===== config.mk =====
export PLATFORM = sky130hd
export DESIGN_NAME = tmtw_cursor
export DESIGN_NICKNAME = d
export VERILOG_FILES = /design/src/hdl/tmtw_pkg.sv /design/src/hdl/tmtw_cursor.sv
export SDC_FILE = /design/constraint.sdc
export NUM_CORES = 1
export LEC_CHECK = 0
export BUFFER_PORTS_ARGS = -buffer_cell sky130_fd_sc_hd__buf_4
export CAP_MARGIN = 10
export CORE_AREA = 2 2 39 41
export DETAILED_ROUTE_END_ITERATION = 12
export DIE_AREA = 0 0 41 43
export PLACE_DENSITY = 0.95
export REMOVE_ABC_BUFFERS = 1
export SLEW_MARGIN = 15
export SYNTH_ARGS = -nofsm -noshare
export SYNTH_HDL_FRONTEND = slang
export SYNTH_SLANG_ARGS = --single-unit

===== constraint.sdc =====
create_clock -name vclk -period 4.9
set_input_delay 0.735 -clock vclk [all_inputs]
set_output_delay 0.735 -clock vclk [all_outputs]
set_load 0.02 [all_outputs]

===== src/hdl/tmtw_pkg.sv =====
// ----------------------------------------------------------------------------
// tmtw_pkg
// types and constants of the text mode terminal writer
// ----------------------------------------------------------------------------
`default_nettype none

package tmtw_pkg;

   localparam int OP_W     = 2;
   localparam int CHAR_W   = 8;
   localparam int ATTR_W   = 8;
   localparam int COLUMN_W = 7;
   localparam int ROW_W    = 5;
   localparam int CELL_W   = CHAR_W + ATTR_W;
   localparam int POS_W    = COLUMN_W + ROW_W;

   localparam logic [CHAR_W-1:0] CHAR_LF    = 8'h0A;
   localparam logic [CHAR_W-1:0] CHAR_CR    = 8'h0D;
   localparam logic [CHAR_W-1:0] CHAR_TAB   = 8'h09;
   localparam logic [CHAR_W-1:0] CHAR_SPACE = 8'h20;
   localparam logic [ATTR_W-1:0] RESET_ATTR = 8'h07;
   localparam int                TAB_STOP   = 8;

   typedef enum logic [OP_W-1:0] {
      OP_PUT   = 2'd0,
      OP_WRITE = 2'd1,
      OP_READ  = 2'd2,
      OP_CLEAR = 2'd3
   } op_type;

   typedef enum logic [3:0] {
      ST_INIT,
      ST_IDLE,
      ST_DECODE,
      ST_WRITE,
      ST_READ,
      ST_READ_WAIT,
      ST_SCROLL,
      ST_FILL,
      ST_DONE
   } state_type;

   typedef struct packed {
      logic [COLUMN_W-1:0] column;
      logic [ROW_W-1:0]    row;
      logic                write_cell;
      logic                scroll;
   } cursor_step_type;

endpackage

`default_nettype wire


===== src/hdl/tmtw_cursor.sv =====
// ----------------------------------------------------------------------------
// tmtw_cursor
// cursor movement for one put character transaction
// ----------------------------------------------------------------------------
`default_nettype none

module tmtw_cursor #(
   parameter int SCREEN_WIDTH  = 80,
   parameter int SCREEN_HEIGHT = 25
) (
   input  wire logic [tmtw_pkg::CHAR_W-1:0]   char_code,
   input  wire logic [tmtw_pkg::COLUMN_W-1:0] cursor_column,
   input  wire logic [tmtw_pkg::ROW_W-1:0]    cursor_row,
   output tmtw_pkg::cursor_step_type          step
);

   localparam int COL_EXT_W = tmtw_pkg::COLUMN_W + 1;
   localparam int ROW_EXT_W = tmtw_pkg::ROW_W + 1;

   logic [COL_EXT_W-1:0] tab_column;
   logic [COL_EXT_W-1:0] inc_column;
   logic [ROW_EXT_W-1:0] inc_row;
   logic                 row_wrap;
   logic                 printable;

   always_comb begin
      tab_column = (COL_EXT_W'(cursor_column) + COL_EXT_W'(tmtw_pkg::TAB_STOP))
                   & ~COL_EXT_W'(tmtw_pkg::TAB_STOP - 1);
      inc_column = COL_EXT_W'(cursor_column) + COL_EXT_W'(1);
      inc_row    = ROW_EXT_W'(cursor_row) + ROW_EXT_W'(1);
      row_wrap   = (inc_row >= ROW_EXT_W'(SCREEN_HEIGHT));
      printable  = !char_code[tmtw_pkg::CHAR_W-1] && (char_code >= tmtw_pkg::CHAR_SPACE);
   end

   always_comb begin
      step.column     = cursor_column;
      step.row        = cursor_row;
      step.write_cell = 1'b0;
      step.scroll     = 1'b0;
      priority if (char_code == tmtw_pkg::CHAR_LF) begin
         step.column = '0;
         step.row    = row_wrap ? cursor_row : inc_row[tmtw_pkg::ROW_W-1:0];
         step.scroll = row_wrap;
      end else if (char_code == tmtw_pkg::CHAR_CR) begin
         step.column = '0;
      end else if (char_code == tmtw_pkg::CHAR_TAB) begin
         if (tab_column >= COL_EXT_W'(SCREEN_WIDTH)) begin
            step.column = '0;
            step.row    = row_wrap ? cursor_row : inc_row[tmtw_pkg::ROW_W-1:0];
            step.scroll = row_wrap;
         end else begin
            step.column = tab_column[tmtw_pkg::COLUMN_W-1:0];
         end
      end else if (printable) begin
         step.write_cell = 1'b1;
         if (inc_column >= COL_EXT_W'(SCREEN_WIDTH)) begin
            step.column = '0;
            step.row    = row_wrap ? cursor_row : inc_row[tmtw_pkg::ROW_W-1:0];
            step.scroll = row_wrap;
         end else begin
            step.column = inc_column[tmtw_pkg::COLUMN_W-1:0];
         end
      end else begin
         step.write_cell = 1'b0;
      end
   end

endmodule

`default_nettype wire


==> results.txt, run 1 <==
Relative slew slack: 62.4%
Total power draw: 0.0886 mW
Actual slew at the worst max-slew pin: 559 ps
Fmax: 283 MHz
Detailed Route Iter0 Violations: 32
Register area share after synthesis: 0%
Number of sequential cells: 0
Initial antenna violation count: 0
Clk pwr share: 0%
Final-layout clock buffer total: 0
Num rows: 14
Die width: 41 um
Area post-placement: 941 um^2
RSZ-0062 raised after global routing: no
WS Path Type: input port to output port
Most frequent cells in the layout: 34 x buf_4, 6 x inv_1, 6 x nand3_1, 6 x nand2_1
Synth top area share: 9.40%
Layout area overhead: 41.4%
Crit path time final: 3540 ps
Largest net degree at the start of global routing: 10
Port Buffer Count: 34
Final-report max-slew violation count: 0
Detail Placement HPWL: 1670 um
Worst Setup Start Kind: input port
Non-filler cells, final: 142
Area leader, netlist: ha_1
Inst Count DP: 142
Most common cell after layout, fill and taps aside: buf_4
Fraction of layout cells with a size suffix above 1: 34.1%
Routability cong.: 0.838
Nets: 153
Crit Path Max Fanout: 8
Switching share of power: 54.5%
Design area: 941 um^2
WP data required: 4160 ps
PwrDens: 94.1 nW/um^2
CP arrival: 2800 ps
VDD IR max: 0.0542 mV
Multi-input logic area: 639 um^2
Setup TNS: 0 ps
Sequential power share: 0%
Via-to-Cell Ratio: 6.36
Yosys cell types: 45
# fillers: 130
Vias in the first global route: 796
CP endpoint kind: output port
Setup Fix Bufs, Post-CTS: 0
Leak pwr: 0.399 nW
Gate Count Post-Synth: 92
Total GRT Usage: 24.2%
Final antenna-violating net count: 0
Final wirelength: 1980 um
Die height: 43 um
Number of max-cap violations: 0
Storage cell area: 0 um^2
Die Area: 1760 um^2
Ys Warns: 0
Post-cts resize count: 0
Drt pass-1 iters: 4
Final worst slack: 1360 ps
Hold_buf cts: 0
Tcrit/Tclk final: 72.2%
Top-Level Pins: 34
Via count: 903
NetSw: 0.0483 mW
Hold Fails Final Rpt: 0
Post-Syn Area per Cell: 7.24 um^2
Total gr overflow: 0
Synth area leaders: ha_1 9.4%, nand3_1 4.5%, xnor2_1 3.9%
Post-Place Worst Slack: 1380 ps
Drt drc: 0
Pint: 0.0403 mW
Combinational share of power: 100.0%
Post-synthesis cell area: 666 um^2
ANT cells: 0
Final setup viols: 0
CORE AREA: 1380 um^2
First-pass GRT wire length: 3190 um
Drt wl/cell: 14.0 um
Status: finished clean
Initial Util: 48.1%
Critical path origin: cursor_column[4]
Hold crit path type: input port to output port
Critical path capture point: step[3]
==> power groups by stage <==
stage	Clock, mW	Combinational (mW)	Sequential [mW]
final	0	0.0886	0
after global routing	0	0.0959	0
after CTS	0	0.0880	0
after detailed placement	0	0.0877	0
after global placement	0	0.0853	0
after floorplan	0	0.0473	0
==> cells in the mapped netlist, types with 2 or more instances <==
cell type and count:
inv_1 6, nor3_1 3, ha_1 5, nand3b_1 3, xnor2_1 3, and2_1 2
nand2b_1 4, nand3_1 6, and3_1 2, xor2_1 2, a21oi_1 3, nor2_1 5
o21ai_0 5, nand2_1 6, o211ai_1 3, a211oi_1 3, a311o_1 2, o31ai_1 2
==> per-layer routing <==
layer | vias to the layer above | GRT usage [%] | share of wire, %
met5 | - | 0 | 0
met3 | 0 | 0.524 | 7.0
li1 | 439 | - | -
met2 | 42 | 45.3 | 52
met1 | 422 | 29.7 | 41
met4 | 0 | 1.33 | 0
==> worst max-delay path: stages <==
cell,delay (ps)
buf_4,130
inv_1,90
ha_1,320
or4b_4,480
o311ai_2,140
a311oi_2,220
o21ai_2,220
mux2_4,320
buf_4,160
==> cell families (layout without fill, tap and decap cells) <==
kind of cell / after synthesis / after routing / share of synthesized area, %
xor gates and xnor gates: 5 / 5 / 6.58
buffers and inverters: 7 / 41 / 3.95
AOI/OAI and AO/OA: 32 / 32 / 39.5
adders and majority gates: 6 / 6 / 10.9
muxes: 2 / 2 / 3.95
and+or+nand+nor: 40 / 40 / 35.2
==> cell type report <==
cell class / count / area share [%]
Multi-Input combinational cell: 85 / 68.0
Timing Repair Buffer: 34 / 27.1
Inverter: 7 / 2.79
Tap cell: 16 / 2.13
==> worst min-delay path by stage <==
| stage | from | end | slack (ps) | depth (start not counted) |
|---|---|---|---|---|
| 5_1_grt | cursor_row[0] | step[2] | 1830 | 3 |
| 4_1_cts | cursor_row[0] | step[2] | 1810 | 3 |
| 3_3_place_gp | cursor_row[0] | step[2] | 1810 | 3 |
| 6_report | cursor_row[0] | step[2] | 1810 | 3 |
| 3_5_place_dp | cursor_row[0] | step[2] | 1800 | 3 |
| 2_1_floorplan | cursor_column[3] | step[10] | 1600 | 1 |
==> stage by stage <==
stage               hold WS, ps  utilization (%)
floorplan                  1600                -
CTS                        1810             68.0
detailed placement         1800             68.0
finish                     1810             68.0
global route               1830             68.0
global placement           1810             68.0
(Power assumes the default switching activity.)
==> inputs of run 2 (changes only) <==
CORE_AREA = 2 2 40 42   (was 2 2 39 41)
DIE_AREA = 0 0 42 44   (was 0 0 41 43)
clock period = 3.4 ns   (was 4.9 ns; I/O delays follow)
==> run 2 against run 1 <==
Net effect: combinational power rose by 44%; global-route usage fell by 1.9 points; critical path depth did not move; non-clock buffer count rose by 1; via count fell by 2.3%; flip-flop and latch count did not move; routed wire length rose by 1.7%; die area rose by 4.8%; critical path type unchanged; critical endpoint unchanged; highest routed layer is now met4.
==> results.txt, run 2 (synthesis results as in run 1) <==
Vias in the first global route: 867 (+8.9%)
Tcrit/Tclk final: 90.9%
Most common cell after layout, fill and taps aside: buf_4
Top-Level Pins: 34 (unchanged)
Design area: 948 um^2 (+0.80%)
Critical path, cell by cell: buf_4 -> inv_1 -> ha_1 -> or4b_4 -> o311ai_2 -> a311oi_2 -> o21ai_2 -> mux2_4 -> buf_4
Die height: 44 um (+2.3%)
Post-cts resize count: 0 (unchanged)
Worst hold slack: 1360 ps (-448 ps)
CP arrival: 2580 ps (-220 ps)
Most common cell on crit path: buf_4
Actual slew at the worst max-slew pin: 505 ps (-54.0 ps)
Number of max-cap violations: 0 (unchanged)
Nets: 154 (+0.65%)
Via count: 882 (-2.3%)
Fmax: 324 MHz
Detailed Route Iter0 Violations: 16 (-50%)
CP delay by family, top: compound AO/OA/AOI/OAI gates
Die Area: 1850 um^2 (+4.8%)
Post-Place Worst Slack: 314 ps (-1070 ps)
RSZ-0062 raised after global routing: no
VDD IR max: 0.0905 mV (+67%)
Pint: 0.0590 mW (+47%)
Final-layout clock buffer total: 0 (unchanged)
Sequential power share: 0% (unchanged)
Crit path time final: 3090 ps
Hold Fails Final Rpt: 0 (unchanged)
Final-report max-slew violation count: 0 (unchanged)
Detail Placement HPWL: 1740 um (+4.3%)
Min-Delay Path Depth: 3 (unchanged)
Layout area overhead: 42.5%
Worst Hold End: step[2]
Drt drc: 0 (unchanged)
Leak pwr: 0.404 nW (+1.2%)
Via-to-Cell Ratio: 6.17 (-3.0%)
First-pass GRT wire length: 3350 um (+4.8%)
PwrDens: 135 nW/um^2 (+43%)
Storage cell area: 0 um^2 (unchanged)
Most frequent cells in the layout: 35 x buf_4, 6 x inv_1, 6 x nand3_1, 6 x nand2_1
WP data required: 2890 ps (-1270 ps)
Final worst slack: 309 ps (-1050 ps)
Largest net degree at the start of global routing: 10 (unchanged)
Switching share of power: 53.8% (-0.68 points)
Final antenna-violating net count: 0 (unchanged)
Crit Path Max Fanout: 8 (unchanged)
CP endpoint kind: output port
Final wirelength: 2020 um (+1.7%)
Worst Setup Start Kind: input port
Drt wl/cell: 14.1 um (+1.0%)
CORE AREA: 1420 um^2 (+2.5%)
Status: finished clean
Relative slew slack: 66.1% (+3.6 points)
Worst Path Buf+Inv: 3 (unchanged)
Total gr overflow: 0 (unchanged)
ANT cells: 0 (unchanged)
Setup Fix Bufs, Post-CTS: 0 (unchanged)
Hold Crit Start: cursor_row[0]
Setup TNS: 0 ps (unchanged)
Initial Util: 46.9% (-1.2 points)
Hold crit path type: input port to output port
NetSw: 0.0688 mW (+43%)
Number of sequential cells: 0 (unchanged)
Hold_buf cts: 0 (unchanged)
Num rows: 14 (unchanged)
Die width: 42 um (+2.4%)
Port Buffer Count: 34 (unchanged)
Clk pwr share: 0% (unchanged)
Largest stage delay, worst path: 480 ps (about the same)
Fraction of layout cells with a size suffix above 1: 34.6% (+0.52 points)
Initial antenna violation count: 0 (unchanged)
Area post-placement: 948 um^2 (+0.80%)
Combinational share of power: 100.0% (about the same)
Worst path slowest cell: or4b_4
WS Path Type: input port to output port
Drt pass-1 iters: 4 (unchanged)
Total GRT Usage: 22.3% (-1.9 points)
Routability cong.: 0.862 (+2.9%)
Final setup viols: 0 (unchanged)
==> run 2: cell count changes in the layout (fill, tap and decap cells not counted) <==
cell	delta
buf_4	+1
==> run 2: through the flow <==
stage               instances  power [mW]  util [%]
global route              143       0.139      66.8
CTS                       143       0.128      66.8
detailed placement        143       0.127      66.8
floorplan                  92      0.0682         -
global placement          143       0.123      66.8
finish                    143       0.128      66.8
==> run 2: worst max-delay path by stage <==
stage	startpoint	end	slack [ps]	depth (start not counted)
3_3_place_gp	cursor_column[4]	step[12]	390	9
4_1_cts	cursor_column[4]	step[3]	300	9
6_report	cursor_column[4]	step[3]	310	9
5_1_grt	cursor_column[4]	step[3]	200	9
3_5_place_dp	cursor_column[4]	step[3]	310	9
2_1_floorplan	cursor_column[4]	step[12]	450	7
==> run 2: layout make-up <==
| type | instances | area [um^2] |
|---|---|---|
| timing repair buffer | 35 | 263 |
| tap | 16 | 20.0 |
| fill | 124 | 470 |
| inverter | 7 | 26.3 |
| multi-input combinational | 85 | 639 |
==> run 2: power groups by stage <==
stage | clock network (mW) | logic, mW | registers, mW
finish | 0 | 0.128 | 0
global route | 0 | 0.139 | 0
CTS | 0 | 0.128 | 0
detailed placement | 0 | 0.127 | 0
global placement | 0 | 0.123 | 0
floorplan | 0 | 0.0682 | 0
==> run 2: metal layers <==
| layer | vias to the layer above | global-route usage (%) | share of wire (%) |
|---|---|---|---|
| met3 | 10 | 1.67 | 5.5 |
| met2 | 38 | 45.9 | 52 |
| li1 | 432 | - | - |
| met4 | 0 | 8.39 | 3.8 |
| met5 | - | 0 | 0 |
| met1 | 402 | 23.0 | 38 |
==> inputs of run 3 (changes only) <==
PLACE_DENSITY = 0.83   (was 0.95)
==> run 3 against run 2 <==
Net effect: cell count shrank 0.70%; global-route usage shrank 0.52 points; setup slack lost 39 ps.
==> results.txt, run 3 (synthesis results as in run 1) <==
Layout area overhead: 41.4%
VDD IR max: 0.0788 mV (-13%)
Most frequent cells in the layout: 34 x buf_4, 6 x inv_1, 6 x nand3_1, 6 x nand2_1
Fraction of layout cells with a size suffix above 1: 34.1% (-0.52 points)
Final wirelength: 2020 um (about the same)
Die width: 42 um (unchanged)
Largest net degree at the start of global routing: 10 (unchanged)
Storage cell area: 0 um^2 (unchanged)
Worst hold slack: 1360 ps (+1.18 ps)
Initial antenna violation count: 0 (unchanged)
Hold_buf cts: 0 (unchanged)
WS Path Type: input port to output port
Die height: 44 um (unchanged)
Tcrit/Tclk final: 92.1% (+1.2 points)
NetSw: 0.0699 mW (+1.5%)
Critical path capture point: step[12]
Inst Count DP: 142 (-0.70%)
Final antenna-violating net count: 0 (unchanged)
Setup Fix Bufs, Post-CTS: 0 (unchanged)
Total GRT Usage: 21.7% (-0.52 points)
Vias in the first global route: 795 (-8.3%)
Drt drc: 0 (unchanged)
Pint: 0.0580 mW (-1.7%)
Top-Level Pins: 34 (unchanged)
Nets: 153 (-0.65%)
Top Metal Used: met4
CP endpoint kind: output port
Via count: 891 (+1.0%)
Sequential power share: 0% (unchanged)
Worst Setup Start Kind: input port
PwrDens: 136 nW/um^2 (+0.81%)
Number of max-cap violations: 0 (unchanged)
Met3 WL: 133 um (+20%)
Routability cong.: 0.993 (+15%)
Switching share of power: 54.6% (+0.80 points)
Met1 wire length: 789 um (+1.9%)
Num rows: 14 (unchanged)
Total power draw: 0.128 mW (about the same)
Leak pwr: 0.399 nW (-1.1%)
Detail Placement HPWL: 1720 um (-1.2%)
Port Buffer Count: 34 (unchanged)
Via-to-Cell Ratio: 6.27 (+1.7%)
Final-report max-slew violation count: 0 (unchanged)
Initial Util: 46.9% (unchanged)
Drt pass-1 iters: 6 (+2)
Crit Path Max Fanout: 8 (unchanged)
Detailed Route Iter0 Violations: 41 (+25)
CP arrival: 2620 ps (+40 ps)
Number of sequential cells: 0 (unchanged)
Multi-input logic area: 639 um^2 (unchanged)
Most common cell after layout, fill and taps aside: buf_4
Critical path origin: cursor_column[4]
Non-filler cells, final: 142 (-0.70%)
Combinational share of power: 100.0% (about the same)
Final setup viols: 0 (unchanged)
Relative slew slack: 64.7% (-1.4 points)
Metal2 WL: 1090 um (+3.0%)
WP data required: 2890 ps (about the same)
Actual slew at the worst max-slew pin: 529 ps (+24.0 ps)
Crit path time final: 3130 ps (+39.1 ps)
# fillers: 125 (+0.81%)
Status: finished clean
Fmax: 320 MHz (-1.2%)
Die Area: 1850 um^2 (unchanged)
RSZ-0062 raised after global routing: no
ANT cells: 0 (unchanged)
First-pass GRT wire length: 3300 um (-1.4%)
Total gr overflow: 0 (unchanged)
Clk pwr share: 0% (unchanged)
Final-layout clock buffer total: 0 (unchanged)
Post-cts resize count: 0 (unchanged)
CORE AREA: 1420 um^2 (unchanged)
Setup TNS: 0 ps (unchanged)
Hold crit path type: input port to output port
Hold Fails Final Rpt: 0 (unchanged)
Drt wl/cell: 14.2 um (+0.75%)
## run 3: how the worst min path moves through the flow
stage / from / to / slack, ps / cells past startpoint
global route: cursor_row[0] / step[2] / 1380 / 3
global placement: cursor_row[0] / step[2] / 1360 / 3
detailed placement: cursor_row[2] / step[4] / 1350 / 3
floorplan: cursor_column[3] / step[10] / 1150 / 1
CTS: cursor_row[2] / step[4] / 1360 / 3
finish: cursor_row[0] / step[2] / 1360 / 3
## run 3: through the flow
stage | worst slack, ps | util, % | cell area [um^2]
detailed placement | 293 | 66.3 | 941
CTS | 289 | 66.3 | 941
global route | 183 | 66.3 | 941
finish | 270 | 66.3 | 941
global placement | 371 | 66.3 | 941
floorplan | 454 | - | 666
## run 3: power groups by stage
stage / logic, mW / clock network (mW) / registers [mW]
3_3_place_gp: 0.124 / 0 / 0
4_1_cts: 0.128 / 0 / 0
5_1_grt: 0.138 / 0 / 0
2_1_floorplan: 0.0682 / 0 / 0
6_report: 0.128 / 0 / 0
3_5_place_dp: 0.127 / 0 / 0
## run 3: critical path: stages
cell	delay [ps]
buf_4	130
inv_1	90
ha_1	330
or4b_4	480
o311ai_2	150
and3b_1	330
inv_2	60
a222oi_1	330
buf_4	200
## run 3: final cells by class
cell class,count,area share (%)
repair buffers,34,27.1
well taps,16,2.13
multi-input cells,85,68.0
inverters,7,2.79
## run 3: metal layers
metal  GRT usage (%)  vias up
met4            2.58        0
li1                -      432
met2            42.8       44
met5               0        -
met3           0.417        2
met1            26.9      413
